<file path="src/sv/hrlb_pkg.sv">
`timescale 1ns / 1ps

package hrlb_pkg;

   localparam int LEVEL_WIDTH = 4;
   localparam int QUEUE_DEPTH = 2;
   localparam int PTR_WIDTH   = (QUEUE_DEPTH > 1) ? $clog2(QUEUE_DEPTH) : 1;
   localparam int CNT_WIDTH   = $clog2(QUEUE_DEPTH + 1);
   localparam int ITER_COUNT  = 4;
   localparam int ITER_WIDTH  = $clog2(ITER_COUNT);

   typedef logic [LEVEL_WIDTH-1:0] level_type;
   typedef level_type [2:0]        levels_type;
   typedef logic [1:0]             group_type;
   typedef logic [1:0]             axis_type;

   // face code 6 or 7
   localparam group_type GROUP_NONE = 2'd3;

   typedef struct packed {
      logic      mode;
      logic [2:0] cell_face;
      logic [2:0] nbr_face;
      logic [1:0] start_offset;
      logic      orient_flip;
      level_type cell_level_a;
      level_type cell_level_b;
      level_type cell_level_g;
      level_type nbr_level_a;
      level_type nbr_level_b;
      level_type nbr_level_g;
   } req_type;

   typedef struct packed {
      level_type new_cell_level_a;
      level_type new_cell_level_b;
      level_type new_cell_level_g;
      level_type new_nbr_level_a;
      level_type new_nbr_level_b;
      level_type new_nbr_level_g;
      logic      levels_changed;
   } rsp_type;

   // classified pair, levels already in the cell frame after the 2:1 rule
   typedef struct packed {
      logic       mode;
      group_type  cell_group;
      group_type  nbr_group;
      logic       swap;
      logic       faces_ok;
      levels_type cell_lv;
      levels_type nbr_lv;
      levels_type cell_orig;
      levels_type nbr_orig;
   } job_type;

   typedef struct packed {
      logic                 empty;
      logic                 full;
      logic [CNT_WIDTH-1:0] count;
   } queue_status_type;

   function automatic axis_type normal_axis(group_type g);
      case (g)
         2'd0:    return 2'd2;
         2'd1:    return 2'd0;
         2'd2:    return 2'd1;
         default: return 2'd2;
      endcase
   endfunction

   function automatic axis_type tan_first(group_type g);
      case (g)
         2'd0:    return 2'd0;
         2'd1:    return 2'd1;
         2'd2:    return 2'd0;
         default: return 2'd0;
      endcase
   endfunction

   function automatic axis_type tan_second(group_type g);
      case (g)
         2'd0:    return 2'd1;
         2'd1:    return 2'd2;
         2'd2:    return 2'd2;
         default: return 2'd1;
      endcase
   endfunction

   function automatic levels_type permute_frame(group_type dst, group_type src, logic swap,
                                                levels_type lv);
      levels_type r;
      level_type  p;
      level_type  q;
      p = lv[tan_first(src)];
      q = lv[tan_second(src)];
      r = lv;
      r[normal_axis(dst)] = lv[normal_axis(src)];
      r[tan_first(dst)]   = swap ? q : p;
      r[tan_second(dst)]  = swap ? p : q;
      return r;
   endfunction

endpackage

</file>
<file path="src/sv/hrlb_channels.sv">
`timescale 1ns / 1ps

interface hrlb_req_if;
   import hrlb_pkg::*;
   logic    valid;
   logic    ready;
   req_type payload;
   modport source(output valid, output payload, input ready);
   modport sink(input valid, input payload, output ready);
endinterface

interface hrlb_rsp_if;
   import hrlb_pkg::*;
   logic    valid;
   logic    ready;
   rsp_type payload;
   modport source(output valid, output payload, input ready);
   modport sink(input valid, input payload, output ready);
endinterface

</file>
<file path="src/sv/hrlb_front.sv">
`timescale 1ns / 1ps

module hrlb_front (
   hrlb_req_if.sink                  req_ch,
   input  hrlb_pkg::queue_status_type q_status,
   output logic                      push,
   output hrlb_pkg::job_type         push_job
);
   import hrlb_pkg::*;

   group_type  cg;
   group_type  ng;
   logic       swap;
   logic       faces_ok;
   levels_type c0;
   levels_type n0;
   levels_type c;
   levels_type n;

   assign req_ch.ready = !q_status.full;
   assign push         = req_ch.valid && !q_status.full;

   always_comb begin
      cg       = req_ch.payload.cell_face[2:1];
      ng       = req_ch.payload.nbr_face[2:1];
      swap     = req_ch.payload.start_offset[0] ^ req_ch.payload.orient_flip;
      faces_ok = (cg != GROUP_NONE) && (ng != GROUP_NONE);
      c0       = {req_ch.payload.cell_level_g, req_ch.payload.cell_level_b,
                  req_ch.payload.cell_level_a};
      n0       = {req_ch.payload.nbr_level_g, req_ch.payload.nbr_level_b,
                  req_ch.payload.nbr_level_a};
      c        = c0;
      n        = faces_ok ? permute_frame(cg, ng, swap, n0) : n0;
      // 2:1 rule per direction
      for (int i = 0; i < 3; i++) begin
         if ({1'b0, n[i]} > ({1'b0, c[i]} + 1'b1)) begin
            c[i] = n[i] - 1'b1;
         end else if (!req_ch.payload.mode && ({1'b0, c[i]} > ({1'b0, n[i]} + 1'b1))) begin
            n[i] = c[i] - 1'b1;
         end
      end
      push_job.mode       = req_ch.payload.mode;
      push_job.cell_group = cg;
      push_job.nbr_group  = ng;
      push_job.swap       = swap;
      push_job.faces_ok   = faces_ok;
      push_job.cell_lv    = c;
      push_job.nbr_lv     = n;
      push_job.cell_orig  = c0;
      push_job.nbr_orig   = n0;
   end

endmodule

</file>
<file path="src/sv/hrlb_queue.sv">
`timescale 1ns / 1ps

module hrlb_queue (
   input  logic                       clock,
   input  logic                       reset,
   input  logic                       push,
   input  hrlb_pkg::job_type          push_job,
   input  logic                       pop,
   output hrlb_pkg::job_type          pop_job,
   output hrlb_pkg::queue_status_type status
);
   import hrlb_pkg::*;

   job_type              mem [QUEUE_DEPTH];
   logic [PTR_WIDTH-1:0] wr_ptr_ff;
   logic [PTR_WIDTH-1:0] wr_ptr_in;
   logic [PTR_WIDTH-1:0] rd_ptr_ff;
   logic [PTR_WIDTH-1:0] rd_ptr_in;
   logic [CNT_WIDTH-1:0] count_ff;
   logic [CNT_WIDTH-1:0] count_in;

   function automatic logic [PTR_WIDTH-1:0] next_ptr(logic [PTR_WIDTH-1:0] p);
      return (p == PTR_WIDTH'(QUEUE_DEPTH - 1)) ? '0 : p + 1'b1;
   endfunction

   always_comb begin
      wr_ptr_in = push ? next_ptr(wr_ptr_ff) : wr_ptr_ff;
      rd_ptr_in = pop ? next_ptr(rd_ptr_ff) : rd_ptr_ff;
      count_in  = count_ff;
      if (push && !pop) begin
         count_in = count_ff + 1'b1;
      end else if (pop && !push) begin
         count_in = count_ff - 1'b1;
      end
   end

   always_ff @(posedge clock) begin
      if (push) begin
         mem[wr_ptr_ff] <= push_job;
      end
   end

   always_ff @(posedge clock) begin
      if (reset) begin
         wr_ptr_ff <= '0;
         rd_ptr_ff <= '0;
         count_ff  <= '0;
      end else begin
         wr_ptr_ff <= wr_ptr_in;
         rd_ptr_ff <= rd_ptr_in;
         count_ff  <= count_in;
      end
   end

   assign pop_job      = mem[rd_ptr_ff];
   assign status.empty = (count_ff == '0);
   assign status.full  = (count_ff == CNT_WIDTH'(QUEUE_DEPTH));
   assign status.count = count_ff;

endmodule

</file>
<file path="src/sv/hrlb_back.sv">
`timescale 1ns / 1ps

module hrlb_back (
   input  logic                       clock,
   input  logic                       reset,
   input  hrlb_pkg::queue_status_type q_status,
   input  hrlb_pkg::job_type          pop_job,
   output logic                       pop,
   hrlb_rsp_if.source                 rsp_ch
);
   import hrlb_pkg::*;

   typedef enum logic [1:0] {ST_IDLE, ST_RUN, ST_DONE} state_type;

   state_type             state_ff;
   state_type             state_in;
   job_type               job_ff;
   job_type               job_in;
   level_type [3:0]       inc_ff;
   level_type [3:0]       inc_in;
   level_type             total_ff;
   level_type             total_in;
   logic [ITER_WIDTH-1:0] iter_ff;
   logic [ITER_WIDTH-1:0] iter_in;
   rsp_type               out_ff;
   rsp_type               out_in;
   logic                  out_valid_ff;
   logic                  out_valid_in;

   logic       stop;
   level_type  least;
   logic       out_write;
   axis_type   px;
   axis_type   py;
   axis_type   jx;
   axis_type   jy;
   logic       cell_ok;
   levels_type c;
   levels_type n;
   levels_type nl;

   always_comb begin
      px = tan_first(pop_job.cell_group);
      py = tan_second(pop_job.cell_group);
      jx = tan_first(job_ff.cell_group);
      jy = tan_second(job_ff.cell_group);
      cell_ok = (job_ff.cell_group != GROUP_NONE);

      // conflict fixer step
      stop = !cell_ok
          || (inc_ff[0] == '0 && inc_ff[1] == '0) || (inc_ff[2] == '0 && inc_ff[3] == '0)
          || (inc_ff[0] == '0 && inc_ff[2] == '0) || (inc_ff[1] == '0 && inc_ff[3] == '0);
      least = '1;
      for (int i = 0; i < 4; i++) begin
         if (inc_ff[i] != '0 && inc_ff[i] < least) begin
            least = inc_ff[i];
         end
      end

      // finish: raise tangential levels, return neighbour to its frame
      c = job_ff.cell_lv;
      n = job_ff.nbr_lv;
      for (int i = 0; i < 3; i++) begin
         if (cell_ok && (2'(i) == jx || 2'(i) == jy)) begin
            if (c[i] < total_ff) begin
               c[i] = total_ff;
            end
            if (n[i] < total_ff) begin
               n[i] = total_ff;
            end
         end
      end
      if (job_ff.mode) begin
         nl = job_ff.nbr_orig;
      end else if (job_ff.faces_ok) begin
         nl = permute_frame(job_ff.nbr_group, job_ff.cell_group, job_ff.swap, n);
      end else begin
         nl = n;
      end

      out_write = !out_valid_ff || rsp_ch.ready;
      pop       = (state_ff == ST_IDLE) && !q_status.empty;

      state_in     = state_ff;
      job_in       = job_ff;
      inc_in       = inc_ff;
      total_in     = total_ff;
      iter_in      = iter_ff;
      out_in       = out_ff;
      out_valid_in = out_valid_ff && !rsp_ch.ready;

      case (state_ff)
         ST_IDLE: begin
            if (pop) begin
               job_in    = pop_job;
               inc_in[0] = pop_job.cell_lv[px];
               inc_in[1] = pop_job.cell_lv[py];
               inc_in[2] = pop_job.nbr_lv[px];
               inc_in[3] = pop_job.nbr_lv[py];
               total_in  = '0;
               iter_in   = '0;
               state_in  = ST_RUN;
            end
         end
         ST_RUN: begin
            if (stop) begin
               state_in = ST_DONE;
            end else begin
               for (int i = 0; i < 4; i++) begin
                  inc_in[i] = (inc_ff[i] > least) ? inc_ff[i] - least : '0;
               end
               total_in = total_ff + least;
               iter_in  = iter_ff + 1'b1;
               if (iter_ff == ITER_WIDTH'(ITER_COUNT - 1)) begin
                  state_in = ST_DONE;
               end
            end
         end
         ST_DONE: begin
            if (out_write) begin
               out_in.new_cell_level_a = c[0];
               out_in.new_cell_level_b = c[1];
               out_in.new_cell_level_g = c[2];
               out_in.new_nbr_level_a  = nl[0];
               out_in.new_nbr_level_b  = nl[1];
               out_in.new_nbr_level_g  = nl[2];
               out_in.levels_changed   = (c != job_ff.cell_orig) || (nl != job_ff.nbr_orig);
               out_valid_in = 1'b1;
               state_in     = ST_IDLE;
            end
         end
         default: begin
            state_in = ST_IDLE;
         end
      endcase
   end

   always_ff @(posedge clock) begin
      if (reset) begin
         state_ff     <= ST_IDLE;
         out_valid_ff <= 1'b0;
      end else begin
         state_ff     <= state_in;
         out_valid_ff <= out_valid_in;
      end
      job_ff   <= job_in;
      inc_ff   <= inc_in;
      total_ff <= total_in;
      iter_ff  <= iter_in;
      out_ff   <= out_in;
   end

   assign rsp_ch.valid   = out_valid_ff;
   assign rsp_ch.payload = out_ff;

endmodule

</file>
<file path="src/sv/hex_refinement_level_balance.sv">
`timescale 1ns / 1ps

// Refinement-level balance for one pair of face-adjacent hex cells.
// req_ch carries one face pair per transfer (faces, offset, flip, both level
// triples); rsp_ch returns one transfer per request with the balanced cell
// levels, the neighbour levels in the neighbour frame and a change flag.
// The front end permutes the neighbour into the cell frame, applies the 2:1
// rule and writes the pair into a two-entry queue in the cycle it is taken.
// The back end runs the tangential conflict fixer one pass per cycle, up to
// four passes, then writes the output register.
// The back end takes the next pair from the queue only once it is idle again.
// Reset empties the queue, returns the back end to idle and clears
// rsp_ch.valid; the data registers are not cleared.
// A stalled receiver holds the result in the output register; the back end
// waits, the queue fills and req_ch.ready drops once both entries are held.
module hex_refinement_level_balance (
   input logic         clock,
   input logic         reset,
   hrlb_req_if.sink    req_ch,
   hrlb_rsp_if.source  rsp_ch
);
   import hrlb_pkg::*;

   logic             q_push;
   logic             q_pop;
   job_type          q_push_job;
   job_type          q_pop_job;
   queue_status_type q_status;

   hrlb_front u_front (
      .req_ch   (req_ch),
      .q_status (q_status),
      .push     (q_push),
      .push_job (q_push_job)
   );

   hrlb_queue u_queue (
      .clock    (clock),
      .reset    (reset),
      .push     (q_push),
      .push_job (q_push_job),
      .pop      (q_pop),
      .pop_job  (q_pop_job),
      .status   (q_status)
   );

   hrlb_back u_back (
      .clock    (clock),
      .reset    (reset),
      .q_status (q_status),
      .pop_job  (q_pop_job),
      .pop      (q_pop),
      .rsp_ch   (rsp_ch)
   );

`ifndef SYNTHESIS
   a_queue_bound: assert property (@(posedge clock) disable iff (reset)
      q_status.count <= CNT_WIDTH'(QUEUE_DEPTH))
      else $error("queue count beyond depth");

   a_pop_nonempty: assert property (@(posedge clock) disable iff (reset)
      q_pop |-> !q_status.empty)
      else $error("pop from empty queue");

   a_push_count: assert property (@(posedge clock) disable iff (reset)
      (q_push && !q_pop) |=> q_status.count == $past(q_status.count) + CNT_WIDTH'(1))
      else $error("queue count missed a push");
`endif

endmodule

</file>
<file path="src/flat_wrapper.sv">
// flat-port wrapper written by rule: the top's interface ports become plain ports
module hex_refinement_level_balance_flat import hrlb_pkg::*;
  (clock, reset, req_ch_valid, req_ch_payload, req_ch_ready, rsp_ch_valid, rsp_ch_payload, rsp_ch_ready);
  hrlb_req_if req_ch_i ();
  hrlb_rsp_if rsp_ch_i ();
  input logic clock;
  input logic reset;
  input wire logic [$bits(req_ch_i.valid)-1:0] req_ch_valid;
  input wire logic [$bits(req_ch_i.payload)-1:0] req_ch_payload;
  output wire logic [$bits(req_ch_i.ready)-1:0] req_ch_ready;
  output wire logic [$bits(rsp_ch_i.valid)-1:0] rsp_ch_valid;
  output wire logic [$bits(rsp_ch_i.payload)-1:0] rsp_ch_payload;
  input wire logic [$bits(rsp_ch_i.ready)-1:0] rsp_ch_ready;
  assign req_ch_i.valid = req_ch_valid;
  assign req_ch_i.payload = req_ch_payload;
  assign req_ch_ready = req_ch_i.ready;
  assign rsp_ch_valid = rsp_ch_i.valid;
  assign rsp_ch_payload = rsp_ch_i.payload;
  assign rsp_ch_i.ready = rsp_ch_ready;
  hex_refinement_level_balance u_core (.clock(clock), .reset(reset), .req_ch(req_ch_i), .rsp_ch(rsp_ch_i));
endmodule
</file>
<file path="config.mk">
export PLATFORM = sky130hd
export DESIGN_NAME = hex_refinement_level_balance_flat
export DESIGN_NICKNAME = d
export VERILOG_FILES = /design/src/sv/hrlb_pkg.sv /design/src/sv/hrlb_channels.sv /design/src/sv/hrlb_front.sv /design/src/sv/hrlb_queue.sv /design/src/sv/hrlb_back.sv /design/src/sv/hex_refinement_level_balance.sv /design/src/flat_wrapper.sv
export SDC_FILE = /design/constraint.sdc
export NUM_CORES = 1
export LEC_CHECK = 0
export ABC_AREA = 1
export BUFFER_PORTS_ARGS = -buffer_cell sky130_fd_sc_hd__buf_2
export CORE_ASPECT_RATIO = 1.4
export CORE_UTILIZATION = 51
export CTS_CLUSTER_SIZE = 40
export DETAILED_ROUTE_END_ITERATION = 8
export GPL_ROUTABILITY_DRIVEN = 0
export GPL_TIMING_DRIVEN = 0
export PLACE_DENSITY = 0.68
export SYNTH_ARGS = -nofsm -noshare
export SYNTH_HDL_FRONTEND = slang
export SYNTH_SLANG_ARGS = --single-unit
</file>
<file path="constraint.sdc">
create_clock -name clock -period 4.94 [get_ports clock]
set_input_delay 1.482 -clock clock [delete_from_list [all_inputs] [get_ports clock]]
set_output_delay 1.482 -clock clock [all_outputs]
set_load 0.1 [all_outputs]
</file>
==> impl_table.tex, run 1 <==
\begin{tabular}{lr}
\hline
Metric & Value \\
\hline
\multicolumn{2}{l}{\textbf{Status}} \\
\quad Result of the run & completed \\
\multicolumn{2}{l}{\textbf{Timing}} \\
\quad Setup violation total in the final timing report & 0 \\
\quad Setup clock skew after layout & around 8.6 ps \\
\quad Final total negative setup slack & 0 ps \\
\quad Fmax & around 210 MHz \\
\quad Worst Tran Pin Value & $\sim$1000 ps \\
\quad Time the final worst path needs with I/O delays and setup & approximately 4700 ps \\
\quad Worst setup margin & $\sim$250 ps \\
\quad Count of final max-slew check failures & 0 \\
\quad Number of hold violations in the final report & 0 \\
\quad Crit share post-route & about 95\% \\
\quad Worst hold slack & $\sim$500 ps \\
\quad Tightest slew margin relative to the limit & between 30\% and 40\% \\
\multicolumn{2}{l}{\textbf{Die}} \\
\quad CORE AREA & about 0.025 sq mm \\
\quad Initial standard-cell utilization of the core & roughly half \\
\quad Std-Cell Rows & 69 \\
\quad Chip Width & approximately 140 microns \\
\quad Die Outline Area & roughly 0.027 sq mm \\
\quad Chip height & 192 microns \\
\quad Number of primary I/O pins & 65 \\
\multicolumn{2}{l}{\textbf{Logic synthesis}} \\
\quad Synth async-reset ratio & 0\% \\
\quad Leading post-synthesis cells by cell area & sky130\_fd\_sc\_hd\_\_edfxtp\_1 48\%, sky130\_fd\_sc\_hd\_\_nand2\_1 11\%, sky130\_fd\_sc\_hd\_\_ha\_1 8.7\% \\
\quad Mean cell area of the mapped netlist & approximately 9 sq um \\
\quad Number of instances in the synthesized netlist & 1490 \\
\quad Mapped Nets & 1621 \\
\quad Largest area contributor in the netlist & sky130\_fd\_sc\_hd\_\_edfxtp\_1 \\
\quad Commonest register cell after synthesis & sky130\_fd\_sc\_hd\_\_edfxtp\_1 \\
\quad Library cells used by synthesis & between 40 and 50 \\
\quad Yosys warning count & 0 \\
\quad Post-synthesis sequential area ratio & between 40\% and 50\% \\
\quad Synthesized flop and latch total & 220 \\
\quad Area fraction of the dominant cell type after synthesis & $\sim$48\% \\
\quad Number of enable flip-flop cells after synthesis & roughly 210 \\
\quad Post-synthesis cell area & 0.0132 sq mm \\
\multicolumn{2}{l}{\textbf{Setup path}} \\
\quad Arrival time at the worst endpoint & between 4000 and 5000 ps \\
\quad Cell occurring most often along the worst timing path & sky130\_fd\_sc\_hd\_\_o21ai\_0 \\
\quad Worst Path Required & between 5000 and 6000 ps \\
\quad Crit Path Max Fanout & 10 \\
\quad Cell with the largest stage delay on the worst path & sky130\_fd\_sc\_hd\_\_ha\_1 \\
\quad Category of the worst setup path capture point & flip-flop \\
\quad Crit-path cells & buf\_2, inv\_1, ha\_1, clkbuf\_2, nand2\_1, o21ai\_0, inv\_1, o21ai\_0, a21oi\_1, o21ai\_0, o21ai\_2, inv\_1, ha\_1, xor2\_1, ha\_1, nand2\_1, o21ai\_0, a21oi\_1, nor3\_2, nand3\_2, o21ai\_0, inv\_1 \\
\quad Worst setup path startpoint & req\_ch\_payload[28] \\
\quad Source of the worst register-to-register timing path & u\_core.u\_back.inc\_ff[1]\$\_DFFE\_PP\_ \\
\quad Critical setup path kind & in2reg \\
\quad Crit path launch type & primary input \\
\quad Max incr delay on CP & 350 ps \\
\multicolumn{2}{l}{\textbf{Clock tree}} \\
\quad Clock tree from TritonCTS & yes \\
\quad Master cell of the clock root buffer & sky130\_fd\_sc\_hd\_\_clkbuf\_16 \\
\quad Clock slew at reported path FFs & about 60 ps \\
\quad Count of H-tree levels built during CTS & 1 \\
\quad Number of buffers between clock root and the deepest sink & 3 \\
\quad Clock Latency Late Sink & 500 ps \\
\quad Number of clock buffers inserted by TritonCTS & 21 \\
\quad CTS sink count & 220 \\
\multicolumn{2}{l}{\textbf{Layout}} \\
\quad Final \#Nets & around 1700 \\
\quad Core utilization of the finished layout & between 50\% and 60\% \\
\quad Relative area change from synthesis to final layout & 12.9\% \\
\quad Diode count & 0 \\
\quad Fraction of final layout cells with drive strength greater than 1 & approximately 12\% \\
\quad Area taken by multi-input logic gates & between 0.005 and 0.006 sq mm \\
\quad Final-layout fill cell count & around 2200 \\
\quad Register area & approximately 0.0065 sq mm \\
\multicolumn{2}{l}{\textbf{Global routing}} \\
\quad Number of antenna violations at the first check in global routing & 0 \\
\quad Met1 track demand over resource in global routing & between 20\% and 30\% \\
\quad Met2 usage & between 40\% and 50\% \\
\quad Maximum number of pins on one net before global-route repair & 35 \\
\quad Global-route layer with the greatest usage & met2 \\
\quad Total track usage & around a quarter \\
\quad Vias in the first global route & 9763 \\
\quad Wire length of the first global-routing pass & about 50000 microns \\
\quad Total global routing overflow & 0 \\
\quad Met3 Resource Use GR & under 10\% \\
\multicolumn{2}{l}{\textbf{Detailed routing}} \\
\quad Total via count after detailed routing & roughly 10000 \\
\quad Number of detailed-route iterations in the first pass & 7 \\
\quad Total wire length & 31600 microns \\
\quad Average vias per placed instance & around 5.4 \\
\quad DRT antenna net count & 0 \\
\quad Count of routing violations after the opening detailed-route iteration & 500 \\
\quad DRC Markers & 0 \\
\quad Average wire length per cell after detail routing & approximately 16 microns \\
\multicolumn{2}{l}{\textbf{Min path}} \\
\quad Worst min-delay path class & reg2reg \\
\quad Worst hold path startpoint & u\_core.u\_queue.rd\_ptr\_ff\$\_SDFFE\_PP0P\_ \\
\multicolumn{2}{l}{\textbf{Placed design}} \\
\quad Post-DP HPWL & between 20000 and 25000 microns \\
\quad Post-placement worst setup slack & -656 ps \\
\quad Number of buffers added on ports & 60 \\
\multicolumn{2}{l}{\textbf{Job}} \\
\quad Reported max-cap violation count & 0 \\
\hline
\end{tabular}
[cell usage in the layout, fill, tap and decap left out, types with 19 or more instances in the layout]
cell type / netlist / routed
sky130_fd_sc_hd__a21oi_1: 52 / 50
sky130_fd_sc_hd__buf_2: 2 / 62
sky130_fd_sc_hd__clkbuf_1: 25 / 26
sky130_fd_sc_hd__clkbuf_16: 0 / 21
sky130_fd_sc_hd__edfxtp_1: 212 / 212
sky130_fd_sc_hd__ha_1: 92 / 91
sky130_fd_sc_hd__inv_1: 185 / 181
sky130_fd_sc_hd__nand2_1: 391 / 391
sky130_fd_sc_hd__nand2_2: 20 / 20
sky130_fd_sc_hd__nand3_1: 94 / 91
sky130_fd_sc_hd__nor2_1: 90 / 86
sky130_fd_sc_hd__o211ai_1: 20 / 20
sky130_fd_sc_hd__o21ai_0: 131 / 122
sky130_fd_sc_hd__o21ai_1: 19 / 19
sky130_fd_sc_hd__xor2_1: 31 / 30
[stage by stage]
step	area (sq um)	std cells
floorplan	13200	1490
global placement	13900	1869
global route	14900	1919
CTS	14700	1908
detailed placement	14000	1873
finish	14900	1919
[worst paths after layout]
kind	end	slack, ps	cells past startpoint
max	u_core.u_queue.mem[0][34]$_DFFE_PP_	250	22
min	u_core.u_queue.rd_ptr_ff$_SDFFE_PP0P_	500	2
max reg2reg	u_core.u_back.inc_ff[0]$_DFFE_PP_	340	31
min reg2reg	u_core.u_queue.rd_ptr_ff$_SDFFE_PP0P_	500	2
[critical path: cells and delay by family]
kind / cells / cell delay, ps
and+or+nand+nor: 4 / 450
xor gates and xnor gates: 1 / 170
AOI/OAI and AO/OA: 8 / 1180
buffers and inverters: 6 / 700
adders and majority gates: 3 / 930
[what timing repair did]
item                                    in CTS  in global routing
pin swaps                                    0                  5
setup buffers                                0                 11
endpoints found under the setup margin      39                 43
gates resized for setup                     10                 31
hold buffers                                 0                  0
[cell type report]
type	count	area share, %
repair buffers	75	3.08
clock buffers	26	3.79
multi-input cells	1044	39.8
inverters	193	4.87
flip-flops and latches	220	43.8
plain buffers	33	0.941
well taps	319	2.68
clock inverters	9	1.00
[cells in the mapped netlist, drive strengths merged (5+ instances only)]
library cell  number
edfxtp           212
mux2i              6
dfxtp              8
nor2              94
or2                7
ha                92
a21oi             52
clkbuf            25
a22oi              7
o21a               5
nor3              12
o211ai            20
nand3             99
o21bai             8
buf                8
xnor2             11
inv              192
o21ai            151
nand2            417
xor2              31
o22ai              9
[flip-flops by register name (all words and copies together) (netlist names), named ones only]
signal,count
u_core.u_back.state_ff,2
u_core.u_back.rsp_ch.valid,1
u_core.u_queue.count_ff,2
u_core.u_back.iter_ff,2
u_core.u_back.job_ff,55
u_core.u_queue.mem,110
u_core.u_queue.wr_ptr_ff,1
u_core.u_queue.rd_ptr_ff,1
u_core.u_back.total_ff,4
u_core.u_back.inc_ff,16
u_core.u_back.rsp_ch.payload,25
[per-layer routing]
metal	wire length [microns]	up-vias
met4	1220	0
li1	-	5204
met2	16500	244
met5	0	-
met1	12900	4841
met3	1010	71
[cell families (layout without fill, tap and decap cells)]
kind of cell | after synthesis | count (layout) | synth area share [%]
AND/OR/NAND/NOR | 639 | 639 | 20.7
AO/OA/AOI/OAI | 264 | 264 | 11.2
XOR/XNOR | 42 | 42 | 2.79
buffers and inverters | 226 | 336 | 6.51
adder cells (fa/ha/maj) | 93 | 93 | 8.88
flip-flops | 220 | 220 | 49.5
multiplexers | 6 | 6 | 0.456
Power of run 1 is not shown: default switching activity piles up to over one toggle a cycle in this logic, so the estimate is an artifact.
==> run 2: changes to the inputs <==
--- a/config.mk
+++ b/config.mk
@@ -13,7 +13,7 @@
 export DETAILED_ROUTE_END_ITERATION = 8
 export GPL_ROUTABILITY_DRIVEN = 0
 export GPL_TIMING_DRIVEN = 0
-export PLACE_DENSITY = 0.68
+export PLACE_DENSITY = 0.78
 export SYNTH_ARGS = -nofsm -noshare
 export SYNTH_HDL_FRONTEND = slang
 export SYNTH_SLANG_ARGS = --single-unit
==> impl_table.tex, run 2 (synthesized netlist as in run 1, its figures left out) <==
\begin{tabular}{lr}
\hline
Metric & Value \\
\hline
\multicolumn{2}{l}{\textbf{Timing}} \\
\quad Number of hold violations in the final report & 0 (unchanged) \\
\quad Worst Tran Pin Value & 983 ps (-38.4 ps) \\
\quad Setup violation total in the final timing report & 0 (unchanged) \\
\quad Fmax & 212 MHz (-0.44\%) \\
\quad Worst hold slack & 499 ps (+4.18 ps) \\
\quad Count of final max-slew check failures & 0 (unchanged) \\
\quad Time the final worst path needs with I/O delays and setup & 4710 ps (+20.9 ps) \\
\quad Tightest slew margin relative to the limit & 34.3\% (+2.6 points) \\
\quad Crit share post-route & 95.4\% (+0.42 points) \\
\quad Setup clock skew after layout & 17.4 ps (+8.71 ps) \\
\multicolumn{2}{l}{\textbf{Setup path}} \\
\quad Max incr delay on CP & 380 ps (+30 ps) \\
\quad Arrival time at the worst endpoint & 4950 ps (+20 ps) \\
\quad Source of the worst register-to-register timing path & u\_core.u\_back.inc\_ff[1]\$\_DFFE\_PP\_ \\
\quad Register-to-register setup slack & 330 ps (about the same) \\
\quad Category of the worst setup path capture point & flip-flop \\
\quad Worst Path Required & 5180 ps (about the same) \\
\quad Reg2Reg Capture Point & u\_core.u\_back.inc\_ff[7]\$\_DFFE\_PP\_ \\
\quad Cell depth of the worst flop-to-flop path & 34 (+9.7\%) \\
\quad Critical setup path kind & in2reg \\
\quad Cell with the largest stage delay on the worst path & sky130\_fd\_sc\_hd\_\_o21ai\_1 \\
\quad Crit path launch type & primary input \\
\quad Crit Path Max Fanout & 10 (unchanged) \\
\quad Crit-path cells & buf\_2, inv\_1, ha\_1, clkbuf\_2, o21ai\_0, inv\_1, o21ai\_0, o211ai\_1, o21ai\_1, ha\_1, xor2\_1, ha\_1, a21oi\_1, o21ai\_0, a21oi\_1, nor3\_2, nand3\_2, mux2i\_1, inv\_1 \\
\multicolumn{2}{l}{\textbf{Die}} \\
\quad Std-Cell Rows & 69 (unchanged) \\
\quad Number of primary I/O pins & 65 (unchanged) \\
\quad CORE AREA & 0.0254 sq mm (unchanged) \\
\quad Die Outline Area & 0.0265 sq mm (unchanged) \\
\quad Chip height & 192 microns (unchanged) \\
\quad Chip Width & 138 microns (unchanged) \\
\quad Initial standard-cell utilization of the core & 51.9\% (unchanged) \\
\multicolumn{2}{l}{\textbf{Clock tree}} \\
\quad Number of clock buffers inserted by TritonCTS & 20 (-4.8\%) \\
\quad Count of H-tree levels built during CTS & 1 (unchanged) \\
\quad Master cell of the clock root buffer & sky130\_fd\_sc\_hd\_\_clkbuf\_16 \\
\quad Clock tree from TritonCTS & yes \\
\quad Clock slew at reported path FFs & 60 ps (about the same) \\
\quad CTS sink count & 220 (unchanged) \\
\quad Clock Latency Late Sink & 500 ps (about the same) \\
\quad Hold bufs inserted after CTS & 0 (unchanged) \\
\quad Number of buffers between clock root and the deepest sink & 3 (unchanged) \\
\multicolumn{2}{l}{\textbf{Layout}} \\
\quad Fraction of final layout cells with drive strength greater than 1 & 11.8\% (-0.28 points) \\
\quad Relative area change from synthesis to final layout & 12.1\% \\
\quad Most common cell after layout, fill and taps aside & sky130\_fd\_sc\_hd\_\_nand2\_1 \\
\quad Non-filler cells, final & 1914 (-0.26\%) \\
\quad Final \#Nets & 1713 (-0.35\%) \\
\quad Diode count & 0 (unchanged) \\
\quad Final-layout fill cell count & 2144 (-3.1\%) \\
\quad Max reg flops & 110 (unchanged) \\
\quad Highest-count cells in the layout ignoring fill and taps & 391 x sky130\_fd\_sc\_hd\_\_nand2\_1, 212 x sky130\_fd\_sc\_hd\_\_edfxtp\_1, 180 x sky130\_fd\_sc\_hd\_\_inv\_1 \\
\quad Largest register by flop count & u\_core.u\_queue.mem \\
\multicolumn{2}{l}{\textbf{Detailed routing}} \\
\quad DRT antenna net count & 0 (unchanged) \\
\quad Count of routing violations after the opening detailed-route iteration & 732 (+46\%) \\
\quad Average vias per placed instance & 5.52 (+2.2\%) \\
\quad Average wire length per cell after detail routing & 16.5 microns (+0.25\%) \\
\quad Number of detailed-route iterations in the first pass & 5 (-2) \\
\quad Total wire length & 31600 microns (about the same) \\
\quad DRC Markers & 0 (unchanged) \\
\quad Total via count after detailed routing & 10558 (+1.9\%) \\
\multicolumn{2}{l}{\textbf{Min path}} \\
\quad Sink of the worst hold path & u\_core.u\_queue.rd\_ptr\_ff\$\_SDFFE\_PP0P\_ \\
\quad Min-Delay Path Depth & 2 (unchanged) \\
\quad Worst hold path startpoint & u\_core.u\_queue.rd\_ptr\_ff\$\_SDFFE\_PP0P\_ \\
\quad Worst min-delay path class & reg2reg \\
\multicolumn{2}{l}{\textbf{Global routing}} \\
\quad Vias in the first global route & 10078 (+3.2\%) \\
\quad Total track usage & 24.2\% (+0.14 points) \\
\quad Total global routing overflow & 0 (unchanged) \\
\quad Number of antenna violations at the first check in global routing & 0 (unchanged) \\
\quad Wire length of the first global-routing pass & 49700 microns (+1.3\%) \\
\quad Maximum number of pins on one net before global-route repair & 35 (unchanged) \\
\multicolumn{2}{l}{\textbf{Status}} \\
\quad Result of the run & completed \\
\multicolumn{2}{l}{\textbf{Placed design}} \\
\quad Post-DP HPWL & 24200 microns (+1.2\%) \\
\quad Cell count after placement & 1873 (unchanged) \\
\quad Number of buffers added on ports & 60 (unchanged) \\
\multicolumn{2}{l}{\textbf{Job}} \\
\quad Reported max-cap violation count & 0 (unchanged) \\
\hline
\end{tabular}
[run 2: cell types whose count changed in the layout (fill, tap and decap cells not counted), moves of 2 or more]
cell / before / now
sky130_fd_sc_hd__buf_4: 11 / 7
sky130_fd_sc_hd__bufinv_16: 4 / 1
sky130_fd_sc_hd__clkbuf_1: 26 / 28
sky130_fd_sc_hd__clkbuf_8: 2 / 0
sky130_fd_sc_hd__clkinv_2: 1 / 3
[run 2: area by class of cell]
cell class	count	area, sq um	share of cell area [%]
inverters	193	724	4.90
flip-flops and latches	220	6530	44.2
clock buffers	27	548	3.71
multi-input cells	1044	5950	40.2
clock inverters	8	68.8	0.466
well taps	319	399	2.70
repair buffers	71	428	2.90
plain buffers	32	136	0.923
[run 2: per-layer routing]
layer | vias up | GRT usage [%] | wire [microns]
met2 | 311 | 45.9 | 17300
met4 | 0 | 12.0 | 1340
li1 | 5198 | - | -
met1 | 4975 | 26.5 | 11900
met3 | 74 | 1.95 | 1110
met5 | - | 0 | 0
[run 2: worst max-delay path by stage]
stage / to / startpoint / slack, ps
after floorplan: u_core.u_queue.mem[0][31]$_DFFE_PP_ / req_ch_payload[28] / 340
after global placement: u_core.u_queue.mem[1][1]$_DFFE_PP_ / req_ch_valid / -660
after detailed placement: u_core.u_queue.mem[1][31]$_DFFE_PP_ / req_ch_payload[28] / -680
after CTS: u_core.u_back.inc_ff[7]$_DFFE_PP_ / u_core.u_back.inc_ff[1]$_DFFE_PP_ / 0.9
after global routing: u_core.u_queue.mem[1][35]$_DFFE_PP_ / req_ch_payload[28] / -90
final: u_core.u_queue.mem[0][35]$_DFFE_PP_ / req_ch_payload[28] / 230
[run 2: stage by stage]
| step | util (%) | TNS, ps | area (sq um) | setup slack (ps) |
|---|---|---|---|---|
| 2_1_floorplan | - | 0 | 13200 | 340 |
| 3_3_place_gp | 54.7 | -88250 | 13900 | -658 |
| 3_5_place_dp | 55.1 | -25740 | 14000 | -683 |
| 4_1_cts | 57.6 | 0 | 14600 | 0.877 |
| 5_1_grt | 58.2 | -217 | 14800 | -86.5 |
| 6_report | 58.2 | 0 | 14800 | 229 |
[run 2: repair_timing]
| action | in CTS | in global routing |
|---|---|---|
| pin swaps | 0 | 5 |
| resized for setup | 9 | 36 |
| buffers inserted | 0 | 7 |
| setup endpoints to repair | 41 | 43 |
[run 2: worst max-delay path, delay by kind of cell]
kind / cells / cell delay (ps)
buffers and inverters: 5 / 540
AO/OA/AOI/OAI: 7 / 1310
XOR/XNOR: 1 / 220
AND/OR/NAND/NOR: 2 / 200
multiplexers: 1 / 230
adder cells (fa/ha/maj): 3 / 970
Power of run 2 is left out for the same reason.
